File: src/rtl/dwvp_pkg.sv
// Shared types, constants and codes for the dual-wheel velocity PID block.
package dwvp_pkg;

    localparam int AVG_TICKS  = 10;
    localparam int TICK_W     = 4;

    localparam int MUL_A_W    = 40;
    localparam int MUL_B_W    = 16;
    localparam int MUL_P_W    = MUL_A_W + MUL_B_W;

    localparam int CFG_ADDR_W = 5;
    localparam int CFG_DATA_W = 32;

    localparam logic [CFG_DATA_W-1:0] PROP_GAIN_RST  = 32'd1310720;
    localparam logic [CFG_DATA_W-1:0] INTEG_GAIN_RST = 32'd65536;
    localparam logic [CFG_DATA_W-1:0] DERIV_GAIN_RST = 32'd1310720;
    localparam logic [CFG_DATA_W-1:0] STEP_TIME_RST  = 32'd655;
    localparam logic [CFG_DATA_W-1:0] HALF_TRACK_RST = 32'd13107;
    localparam logic [CFG_DATA_W-1:0] SPEED_RPM_RST  = 32'd6258267;

    typedef enum logic [2:0] {
        REG_PROP_GAIN,
        REG_INTEG_GAIN,
        REG_DERIV_GAIN,
        REG_STEP_TIME,
        REG_HALF_TRACK,
        REG_SPEED_TO_RPM
    } cfg_reg_t;

    typedef enum logic [3:0] {
        ST_IDLE,
        ST_ANG_HI,
        ST_ANG_LO,
        ST_ANG_SUM,
        ST_RPM_HI,
        ST_RPM_LO,
        ST_RPM_SUM,
        ST_ERR,
        ST_MUL_DT,
        ST_INTEG,
        ST_MUL_I,
        ST_MUL_D,
        ST_SUM,
        ST_OUT
    } state_t;

    typedef struct packed {
        logic signed [15:0] left_meas_rpm;
        logic signed [15:0] right_meas_rpm;
        logic               link_timeout;
        logic signed [23:0] cmd_linear;
        logic signed [23:0] cmd_angular;
    } tick_word_t;

    typedef struct packed {
        logic signed [15:0] left_drive;
        logic signed [15:0] right_drive;
        logic signed [15:0] left_target_rpm;
        logic signed [15:0] right_target_rpm;
        logic               pid_updated;
    } drive_word_t;

endpackage

File: src/rtl/dwvp_mul.sv
// Shared unsigned multiplier with registered product.
module dwvp_mul (
    input  logic                         clk,
    input  logic [dwvp_pkg::MUL_A_W-1:0] a,
    input  logic [dwvp_pkg::MUL_B_W-1:0] b,
    output logic [dwvp_pkg::MUL_P_W-1:0] p
);
    import dwvp_pkg::*;

    logic [MUL_P_W-1:0] p_reg;
    logic [MUL_P_W-1:0] p_next;

    assign p_next = MUL_P_W'(a) * MUL_P_W'(b);

    always_ff @(posedge clk)
    begin
        p_reg <= p_next;
    end

    assign p = p_reg;

endmodule

File: src/rtl/dual_wheel_velocity_pid.sv
// Top level: dual-wheel velocity PID with averaging, target conversion and APB registers.
//
// One word is taken per control tick and one word is returned for it. For a timeout or
// averaging tick the result is offered in the cycle right after acceptance. A PID tick
// steps the single 40x16 multiplier through the angular term (2 products), the rpm
// conversion (2 per wheel) and the PID (4 per wheel) before its result is offered. A
// result is held while the result side stalls, and a new word is accepted only once the
// previous result has been taken. Registers are written and read over the APB port at
// byte address 4*i and should be written while idle.
module dual_wheel_velocity_pid (
    input  logic                            clk,
    input  logic                            rst_n,
    input  logic                            tick_valid,
    output logic                            tick_stall,
    input  dwvp_pkg::tick_word_t            tick_word,
    output logic                            drive_valid,
    input  logic                            drive_stall,
    output dwvp_pkg::drive_word_t           drive_word,
    input  logic                            psel,
    input  logic                            penable,
    input  logic                            pwrite,
    input  logic [dwvp_pkg::CFG_ADDR_W-1:0] paddr,
    input  logic [dwvp_pkg::CFG_DATA_W-1:0] pwdata,
    output logic [dwvp_pkg::CFG_DATA_W-1:0] prdata,
    output logic                            pready
);
    import dwvp_pkg::*;

    localparam int ACC_W = MUL_P_W + 1;

    function automatic logic signed [15:0] sat_drive(input logic signed [39:0] v);
        logic signed [15:0] r;
        if (v > 40'sd32766)
            r = 16'sd32766;
        else if (v < -40'sd32766)
            r = -16'sd32766;
        else
            r = 16'(v);
        return r;
    endfunction

    function automatic logic signed [15:0] sat_i16(input logic signed [39:0] v);
        logic signed [15:0] r;
        if (v > 40'sd32767)
            r = 16'sd32767;
        else if (v < -40'sd32768)
            r = -16'sd32768;
        else
            r = 16'(v);
        return r;
    endfunction

    function automatic logic signed [15:0] half_avg(input logic signed [15:0] m,
                                                    input logic signed [15:0] a);
        logic signed [16:0] s;
        logic signed [16:0] h;
        s = 17'(m) + 17'(a);
        h = (s + (s[16] ? 17'sd1 : 17'sd0)) >>> 1;
        return 16'(h);
    endfunction

    // configuration registers
    logic [CFG_DATA_W-1:0] prop_gain_reg, integ_gain_reg, deriv_gain_reg;
    logic [CFG_DATA_W-1:0] step_time_reg, half_track_reg, speed_rpm_reg;
    logic                  cfg_wr;

    // control
    state_t                state_reg, state_next;
    logic                  wheel_reg, wheel_next;
    logic [TICK_W-1:0]     tick_reg, tick_next;
    logic                  upd_reg, upd_next;

    // controller state
    logic signed [15:0]    out_reg [2], out_next [2];
    logic signed [15:0]    avg_reg [2], avg_next [2];
    logic signed [15:0]    e_now_reg [2], e_now_next [2];
    logic signed [15:0]    e_prev_reg [2], e_prev_next [2];
    logic signed [15:0]    tgt_reg [2], tgt_next [2];

    // working registers
    logic signed [23:0]    lin_reg, lin_next;
    logic [23:0]           ang_mag_reg, ang_mag_next;
    logic                  ang_neg_reg, ang_neg_next;
    logic signed [ACC_W-1:0] acc_reg, acc_next;
    logic [MUL_A_W-1:0]    v_mag_reg [2], v_mag_next [2];
    logic                  v_neg_reg [2], v_neg_next [2];
    logic signed [15:0]    integ_reg, integ_next;
    logic                  mul_neg_reg, mul_neg_next;

    // multiplier
    logic [MUL_A_W-1:0]    mul_a;
    logic [MUL_B_W-1:0]    mul_b;
    logic [MUL_P_W-1:0]    mul_p;
    logic signed [ACC_W-1:0] prod_s;

    // datapath intermediates
    logic [MUL_A_W-1:0]    am;
    logic signed [41:0]    a_s, lin_x, vl, vr;
    logic [ACC_W-1:0]      r_full;
    logic [40:0]           r_rpm;
    logic signed [15:0]    rpm_sat;
    logic signed [16:0]    tgt17;
    logic signed [17:0]    diff;
    logic signed [15:0]    e_new;
    logic signed [16:0]    esum, de;
    logic [15:0]           esum_mag, de_mag, en_mag, integ_mag;
    logic signed [ACC_W-1:0] num, num_adj, num_q;
    logic signed [ACC_W-1:0] total, tot_adj, tot_q;
    logic [23:0]           cmd_ang_mag;

    assign pready = 1'b1;
    assign cfg_wr = psel & penable & pwrite;

    always_ff @(posedge clk or negedge rst_n)
    begin
        if (!rst_n)
        begin
            prop_gain_reg  <= PROP_GAIN_RST;
            integ_gain_reg <= INTEG_GAIN_RST;
            deriv_gain_reg <= DERIV_GAIN_RST;
            step_time_reg  <= STEP_TIME_RST;
            half_track_reg <= HALF_TRACK_RST;
            speed_rpm_reg  <= SPEED_RPM_RST;
        end
        else if (cfg_wr)
        begin
            case (cfg_reg_t'(paddr[4:2]))
                REG_PROP_GAIN:    prop_gain_reg  <= pwdata;
                REG_INTEG_GAIN:   integ_gain_reg <= pwdata;
                REG_DERIV_GAIN:   deriv_gain_reg <= pwdata;
                REG_STEP_TIME:    step_time_reg  <= pwdata;
                REG_HALF_TRACK:   half_track_reg <= pwdata;
                REG_SPEED_TO_RPM: speed_rpm_reg  <= pwdata;
                default:          ;
            endcase
        end
    end

    always_comb
    begin
        case (cfg_reg_t'(paddr[4:2]))
            REG_PROP_GAIN:    prdata = prop_gain_reg;
            REG_INTEG_GAIN:   prdata = integ_gain_reg;
            REG_DERIV_GAIN:   prdata = deriv_gain_reg;
            REG_STEP_TIME:    prdata = step_time_reg;
            REG_HALF_TRACK:   prdata = half_track_reg;
            REG_SPEED_TO_RPM: prdata = speed_rpm_reg;
            default:          prdata = '0;
        endcase
    end

    dwvp_mul u_mul (
        .clk (clk),
        .a   (mul_a),
        .b   (mul_b),
        .p   (mul_p)
    );

    assign prod_s = mul_neg_reg ? -$signed({1'b0, mul_p}) : $signed({1'b0, mul_p});

    // angular term and per-wheel speed
    assign am    = acc_reg[MUL_A_W-1:0] + mul_p[MUL_P_W-1:16];
    assign a_s   = ang_neg_reg ? -$signed({2'b00, am}) : $signed({2'b00, am});
    assign lin_x = 42'(lin_reg);
    assign vl    = lin_x - a_s;
    assign vr    = lin_x + a_s;

    // speed to rpm: (hi + (lo >> 16)) >> 16
    assign r_full = {1'b0, acc_reg[MUL_P_W-1:0]} + ACC_W'(mul_p[MUL_P_W-1:16]);
    assign r_rpm  = r_full[ACC_W-1:16];

    always_comb
    begin
        if (v_neg_reg[wheel_reg])
            rpm_sat = (r_rpm >= 41'd32768) ? -16'sd32768 : -$signed(16'(r_rpm));
        else
            rpm_sat = (r_rpm >= 41'd32767) ? 16'sd32767 : $signed(16'(r_rpm));
    end

    // error; the right wheel runs on the negated target
    assign tgt17 = wheel_reg ? -17'(tgt_reg[1]) : 17'(tgt_reg[0]);
    assign diff  = 18'(tgt17) - 18'(avg_reg[wheel_reg]);
    assign e_new = sat_drive(40'(diff));

    assign esum      = 17'(e_now_reg[wheel_reg]) + 17'(e_prev_reg[wheel_reg]);
    assign de        = 17'(e_now_reg[wheel_reg]) - 17'(e_prev_reg[wheel_reg]);
    assign esum_mag  = esum[16] ? 16'(-esum) : esum[15:0];
    assign de_mag    = de[16] ? 16'(-de) : de[15:0];
    assign en_mag    = e_now_reg[wheel_reg][15] ? 16'(-17'(e_now_reg[wheel_reg]))
                                                 : e_now_reg[wheel_reg];
    assign integ_mag = integ_reg[15] ? 16'(-17'(integ_reg)) : integ_reg;

    // integral: trunc0((out * 2^17 + esum * dt) / 2^17)
    assign num     = (ACC_W'(out_reg[wheel_reg]) <<< 17) + prod_s;
    assign num_adj = num + (num[ACC_W-1] ? ACC_W'(131071) : ACC_W'(0));
    assign num_q   = num_adj >>> 17;

    // drive: trunc0(sum / 2^16)
    assign total   = acc_reg + prod_s;
    assign tot_adj = total + (total[ACC_W-1] ? ACC_W'(65535) : ACC_W'(0));
    assign tot_q   = tot_adj >>> 16;

    assign cmd_ang_mag = tick_word.cmd_angular[23] ? 24'(-tick_word.cmd_angular)
                                                   : tick_word.cmd_angular;

    // next state
    always_comb
    begin
        state_next = state_reg;
        case (state_reg)
            ST_IDLE:
            begin
                if (tick_valid)
                begin
                    if (tick_word.link_timeout || tick_reg < TICK_W'(AVG_TICKS))
                        state_next = ST_OUT;
                    else
                        state_next = ST_ANG_HI;
                end
            end
            ST_ANG_HI:  state_next = ST_ANG_LO;
            ST_ANG_LO:  state_next = ST_ANG_SUM;
            ST_ANG_SUM: state_next = ST_RPM_HI;
            ST_RPM_HI:  state_next = ST_RPM_LO;
            ST_RPM_LO:  state_next = ST_RPM_SUM;
            ST_RPM_SUM: state_next = wheel_reg ? ST_ERR : ST_RPM_HI;
            ST_ERR:     state_next = ST_MUL_DT;
            ST_MUL_DT:  state_next = ST_INTEG;
            ST_INTEG:   state_next = ST_MUL_I;
            ST_MUL_I:   state_next = ST_MUL_D;
            ST_MUL_D:   state_next = ST_SUM;
            ST_SUM:     state_next = wheel_reg ? ST_OUT : ST_ERR;
            ST_OUT:     state_next = drive_stall ? ST_OUT : ST_IDLE;
            default:    state_next = ST_IDLE;
        endcase
    end

    // handshake and multiplier operand selection
    always_comb
    begin
        tick_stall   = (state_reg != ST_IDLE);
        drive_valid  = (state_reg == ST_OUT);
        mul_a        = '0;
        mul_b        = '0;
        mul_neg_next = 1'b0;
        case (state_reg)
            ST_ANG_HI:
            begin
                mul_a = MUL_A_W'(ang_mag_reg);
                mul_b = half_track_reg[31:16];
            end
            ST_ANG_LO:
            begin
                mul_a = MUL_A_W'(ang_mag_reg);
                mul_b = half_track_reg[15:0];
            end
            ST_RPM_HI:
            begin
                mul_a = v_mag_reg[wheel_reg];
                mul_b = speed_rpm_reg[31:16];
            end
            ST_RPM_LO:
            begin
                mul_a = v_mag_reg[wheel_reg];
                mul_b = speed_rpm_reg[15:0];
            end
            ST_MUL_DT:
            begin
                mul_a        = MUL_A_W'(step_time_reg);
                mul_b        = esum_mag;
                mul_neg_next = esum[16];
            end
            ST_INTEG:
            begin
                mul_a        = MUL_A_W'(prop_gain_reg);
                mul_b        = en_mag;
                mul_neg_next = e_now_reg[wheel_reg][15];
            end
            ST_MUL_I:
            begin
                mul_a        = MUL_A_W'(integ_gain_reg);
                mul_b        = integ_mag;
                mul_neg_next = integ_reg[15];
            end
            ST_MUL_D:
            begin
                mul_a        = MUL_A_W'(deriv_gain_reg);
                mul_b        = de_mag;
                mul_neg_next = de[16];
            end
            default:
            begin
                mul_a = '0;
            end
        endcase
    end

    // datapath next values
    always_comb
    begin
        wheel_next   = wheel_reg;
        tick_next    = tick_reg;
        upd_next     = upd_reg;
        out_next     = out_reg;
        avg_next     = avg_reg;
        e_now_next   = e_now_reg;
        e_prev_next  = e_prev_reg;
        tgt_next     = tgt_reg;
        lin_next     = lin_reg;
        ang_mag_next = ang_mag_reg;
        ang_neg_next = ang_neg_reg;
        acc_next     = acc_reg;
        v_mag_next   = v_mag_reg;
        v_neg_next   = v_neg_reg;
        integ_next   = integ_reg;
        case (state_reg)
            ST_IDLE:
            begin
                if (tick_valid)
                begin
                    wheel_next = 1'b0;
                    if (tick_word.link_timeout)
                    begin
                        tick_next   = '0;
                        upd_next    = 1'b0;
                        out_next    = '{16'sd0, 16'sd0};
                        avg_next    = '{16'sd0, 16'sd0};
                        e_now_next  = '{16'sd0, 16'sd0};
                        e_prev_next = '{16'sd0, 16'sd0};
                        tgt_next    = '{16'sd0, 16'sd0};
                    end
                    else if (tick_reg >= TICK_W'(AVG_TICKS))
                    begin
                        tick_next    = '0;
                        upd_next     = 1'b1;
                        lin_next     = tick_word.cmd_linear;
                        ang_mag_next = cmd_ang_mag;
                        ang_neg_next = tick_word.cmd_angular[23];
                    end
                    else
                    begin
                        tick_next   = tick_reg + TICK_W'(1);
                        upd_next    = 1'b0;
                        avg_next[0] = half_avg(tick_word.left_meas_rpm, avg_reg[0]);
                        avg_next[1] = half_avg(tick_word.right_meas_rpm, avg_reg[1]);
                    end
                end
            end
            ST_ANG_LO:
            begin
                acc_next = $signed({1'b0, mul_p});
            end
            ST_ANG_SUM:
            begin
                v_neg_next[0] = vl[41];
                v_neg_next[1] = vr[41];
                v_mag_next[0] = vl[41] ? MUL_A_W'(-vl) : vl[MUL_A_W-1:0];
                v_mag_next[1] = vr[41] ? MUL_A_W'(-vr) : vr[MUL_A_W-1:0];
            end
            ST_RPM_LO:
            begin
                acc_next = $signed({1'b0, mul_p});
            end
            ST_RPM_SUM:
            begin
                tgt_next[wheel_reg] = rpm_sat;
                wheel_next          = ~wheel_reg;
            end
            ST_ERR:
            begin
                e_prev_next[wheel_reg] = e_now_reg[wheel_reg];
                e_now_next[wheel_reg]  = e_new;
            end
            ST_INTEG:
            begin
                integ_next = sat_i16(40'(num_q));
            end
            ST_MUL_I:
            begin
                acc_next = prod_s;
            end
            ST_MUL_D:
            begin
                acc_next = total;
            end
            ST_SUM:
            begin
                out_next[wheel_reg] = sat_drive(40'(tot_q));
                wheel_next          = ~wheel_reg;
            end
            default:
            begin
                acc_next = acc_reg;
            end
        endcase
    end

    always_ff @(posedge clk or negedge rst_n)
    begin
        if (!rst_n)
        begin
            state_reg  <= ST_IDLE;
            wheel_reg  <= 1'b0;
            tick_reg   <= '0;
            upd_reg    <= 1'b0;
            out_reg    <= '{16'sd0, 16'sd0};
            avg_reg    <= '{16'sd0, 16'sd0};
            e_now_reg  <= '{16'sd0, 16'sd0};
            e_prev_reg <= '{16'sd0, 16'sd0};
            tgt_reg    <= '{16'sd0, 16'sd0};
        end
        else
        begin
            state_reg  <= state_next;
            wheel_reg  <= wheel_next;
            tick_reg   <= tick_next;
            upd_reg    <= upd_next;
            out_reg    <= out_next;
            avg_reg    <= avg_next;
            e_now_reg  <= e_now_next;
            e_prev_reg <= e_prev_next;
            tgt_reg    <= tgt_next;
        end
    end

    always_ff @(posedge clk)
    begin
        lin_reg     <= lin_next;
        ang_mag_reg <= ang_mag_next;
        ang_neg_reg <= ang_neg_next;
        acc_reg     <= acc_next;
        v_mag_reg   <= v_mag_next;
        v_neg_reg   <= v_neg_next;
        integ_reg   <= integ_next;
        mul_neg_reg <= mul_neg_next;
    end

    // result word straight from the controller state
    always_comb
    begin
        drive_word.left_drive       = out_reg[0];
        drive_word.right_drive      = out_reg[1];
        drive_word.left_target_rpm  = tgt_reg[0];
        drive_word.right_target_rpm = tgt_reg[1];
        drive_word.pid_updated      = upd_reg;
    end

endmodule

File: config.mk
export PLATFORM = sky130hd
export DESIGN_NAME = dual_wheel_velocity_pid
export DESIGN_NICKNAME = d
export VERILOG_FILES = /design/src/rtl/dwvp_pkg.sv /design/src/rtl/dwvp_mul.sv /design/src/rtl/dual_wheel_velocity_pid.sv
export SDC_FILE = /design/constraint.sdc
export NUM_CORES = 2
export LEC_CHECK = 0
export ABC_AREA = 1
export CAP_MARGIN = 5
export CORE_MARGIN = 3
export CORE_UTILIZATION = 56
export DETAILED_ROUTE_END_ITERATION = 8
export DONT_BUFFER_PORTS = 1
export PLACE_DENSITY = 0.71
export RECOVER_POWER = 25
export SYNTH_ARGS = -nofsm -noshare
export SYNTH_HDL_FRONTEND = slang
export SYNTH_SLANG_ARGS = --single-unit
File: constraint.sdc
create_clock -name clk -period 14.8 [get_ports clk]
set_clock_uncertainty 0.1 [all_clocks]
set_input_delay 0 -clock clk [delete_from_list [all_inputs] [get_ports clk]]
set_output_delay 0 -clock clk [all_outputs]
set_load 0.005 [all_outputs]
==> implementation parameters <==
Parameter                              Value

Synthesis
  Post-synth net total ... 12.87k
  Yosys synthesis warning count ... 0
  Synthesized netlist cell count ... 11.74k
  Dominant register cell in the synthesized netlist ... dfrtp_1
  Ranking of synthesized cells by area ... nand2_1 (16%), fa_1 (14%), dfrtp_1 (10%)
  Number of distinct library cell variants in the gate-level netlist after synthesis ... 79
  Top cell type by total area after synthesis ... nand2_1
  Post-synth top area share ... 0.1572
  Total of flip-flops plus latches after synthesis ... approximately 620
  Per-instance average area after synthesis ... about 6.7 µm²
  Mapped cell area ... 0.07885 mm²
  Portion of the post-synthesis area used by sequential elements ... 0.2072
  Number of synthesized flops with an enable pin ... 203
  Fraction of synthesis flops using an asynchronous set or reset pin ... 0.5820

CTS
  Root buf cell ... clkbuf_16
  Max H-tree Level ... 3
  Buffers from clock root to sink, at most ... 3
  CTS tree ... yes
  CTS Buf Count ... 75
  TritonCTS Sinks ... roughly 620
  Clock edge transition at the registers on the reported setup and hold paths ... 0.06 ns
  Insertion delay to the later sink of the worst-skew pair ... 0.72 ns
  CTS resizes ... 0

Global route
  Wire length of the first global-routing pass ... 474.0 mm
  Largest net degree at the start of global routing ... between 300 and 400
  Via count of the first global-routing pass ... 77.84k
  GRT Resource Usage Total ... 0.4281
  Number of antenna violations at the first check in global routing ... 22
  Residual overflow from global routing ... 0

Hold path
  Worst Hold Class ... primary input to flop

STA
  Final worst path period share ... 0.8159
  Number of hold violations in the final report ... 0
  Number of max-slew violations in the final report ... 367
  Remaining max-slew budget at the tightest pin ... -5.369
  Worst Tran Pin Value ... 9.554 ns
  Final period demand of the worst path ... about 12 ns
  Count of final setup violators ... 0
  Final TNS setup ... 0 ns
  RSZ-0062 raised after global routing ... false
  Fmax ... between 80 and 90 MHz

Setup path
  Required time reported for the critical path endpoint ... between 15 and 20 ns
  Worst endpoint data arrival time ... roughly 13 ns
  Critical Path Slowest Stage Cell ... dfrtp_4
  Startpoint type of the worst setup path ... flop
  Highest fanout seen on the critical path ... 57
  Startpoint-to-endpoint class of the critical path ... flop to flop
  CP peak stage delay ... around 0.78 ns
  Type of element capturing the critical path ... flop

Place
  GP Congestion ... 1.106
  Count of buffers inserted at the top-level ports ... 0
  Dpl hpwl ... approximately 250 mm

Finish
  Footprint of the multi-input gates ... approximately 0.053 mm²
  Layout-stage area growth over the synthesis result ... 9.279%
  Register cell area after layout ... 0.01634 mm²
  Most frequent standard cell in the layout excluding fill and tap cells ... nand2_1
  Share of final-layout standard cells stronger than drive strength 1 ... 0.03258
  Fill count ... between 10k and 15k
  Net total in the final layout ... 13.02k
  Commonest cells after routing, fill and taps aside ... nand2_1 (3298), inv_1 (2152), nor2_1 (1140)
  Flip-flop count of the largest register after layout ... 79

Drt
  Final ANT Viol Nets ... 0
  DR pass1 iterations ... 9
  Routed wire length ... roughly 320 mm
  Post-route DRC violation count ... 0
  Routed WL per cell ... 22.97 µm
  Number of vias per cell after detailed routing ... 5.930
  Initial drt markers ... 10.25k
  Count of vias placed by the detailed router ... 82.01k

Die
  Area of the core ... about 0.14 mm²
  Starting density of the core ... 0.5644
  Number of placement rows ... 137
  Height of the die ... ~380 µm
  Number of primary I/O pins ... 225
  DIE AREA ... 0.1454 mm²
  Die Width ... 381.3 µm

Outcome
  Status ... finished with violations
  Violated checks ... max-capacitance violations, max-slew violations

Run
  # Max-Cap Violations ... 4
## Yosys cell counts, drive strengths merged (44+ instances only)
| library cell | instances |
|---|---|
| a21oi | 526 |
| a31oi | 49 |
| buf | 69 |
| clkbuf | 250 |
| dfrtp | 326 |
| dfxtp | 57 |
| edfxtp | 203 |
| fa | 540 |
| ha | 474 |
| inv | 2171 |
| nand2 | 3318 |
| nand3 | 474 |
| nand4 | 160 |
| nor2 | 1162 |
| nor3 | 154 |
| nor4 | 46 |
| o211ai | 50 |
| o21ai | 668 |
| o21bai | 44 |
| o221ai | 56 |
| o22ai | 127 |
| xnor2 | 111 |
| xor2 | 370 |
## per-stage QoR
stage	cells	hold WS, ns	setup slack, ns	cell area (µm²)	utilization
6_report	13829	0.03288	2.725	86170	0.6168
3_5_place_dp	13384	-0.3879	2.887	80690	0.5776
5_1_grt	13819	0.03507	1.819	86150	0.6166
3_3_place_gp	13384	-0.3867	2.990	80690	0.5776
4_1_cts	13813	0.002326	2.838	86130	0.6165
2_1_floorplan	11735	-0.3956	3.615	78850	-
## layer usage
layer  part of all wire  track usage  up-vias
li1                   -            -    37271
met1               0.39       0.5638    38977
met2               0.42       0.6436     4858
met3               0.13       0.1380      890
met4              0.054       0.1882       16
met5            0.00030            0        -
## cell type report
type,instances,area share
clock buffer,105,0.02463
multi-input combinational,8613,0.6165
sequential,622,0.1897
tap,1876,0.02724
antenna,13,0.0003775
timing repair buffer,385,0.04199
inverter,2181,0.09500
clock inverter,34,0.004603
## logic make-up after synthesis
| family | Yosys count | share of synthesized area |
|---|---|---|
| AND/OR/NAND/NOR | 5408 | 0.2802 |
| buffers and inverters | 2500 | 0.1206 |
| AO/OA/AOI/OAI | 1704 | 0.1250 |
| adder cells (fa/ha/maj) | 1014 | 0.2123 |
| flip-flops | 622 | 0.2072 |
| XOR/XNOR | 481 | 0.05404 |
| multiplexers | 5 | 0.0006347 |
| other | 1 | 0.00004756 |
## final timing paths
check	to	cells past startpoint	slack [ns]	startpoint
max in group asynchronous	wheel_reg	3	3.84	rst_n
setup reg to reg	u_mul.p[51]	44	2.72	wheel_reg
setup / recovery	u_mul.p[51]	44	2.72	wheel_reg
hold reg to reg	e_prev_reg[22]	2	0.38	e_prev_reg[22]
hold / removal	half_track_reg[16]	3	0.03	pwdata[16]
min in group asynchronous	avg_reg[15]	3	4.02	rst_n
## worst max-delay path, delay by kind of cell, from the launching register on
family                   cells  cell delay, ns
buffers and inverters        7            1.26
flip-flops                   1            0.78
AND/OR/NAND/NOR             11            2.06
XOR/XNOR                     1            0.15
AO/OA/AOI/OAI               17            3.64
adder cells (fa/ha/maj)      8            3.92
## repair_timing
item,4_1_cts,5_1_grt
endpoints found under the hold margin,725,14
hold buffers,290,1
setup buffers,0,0
Power is left out: the tool's default activity adds up to more than one toggle a clock period on the data nets, which glitch-free logic cannot reach.
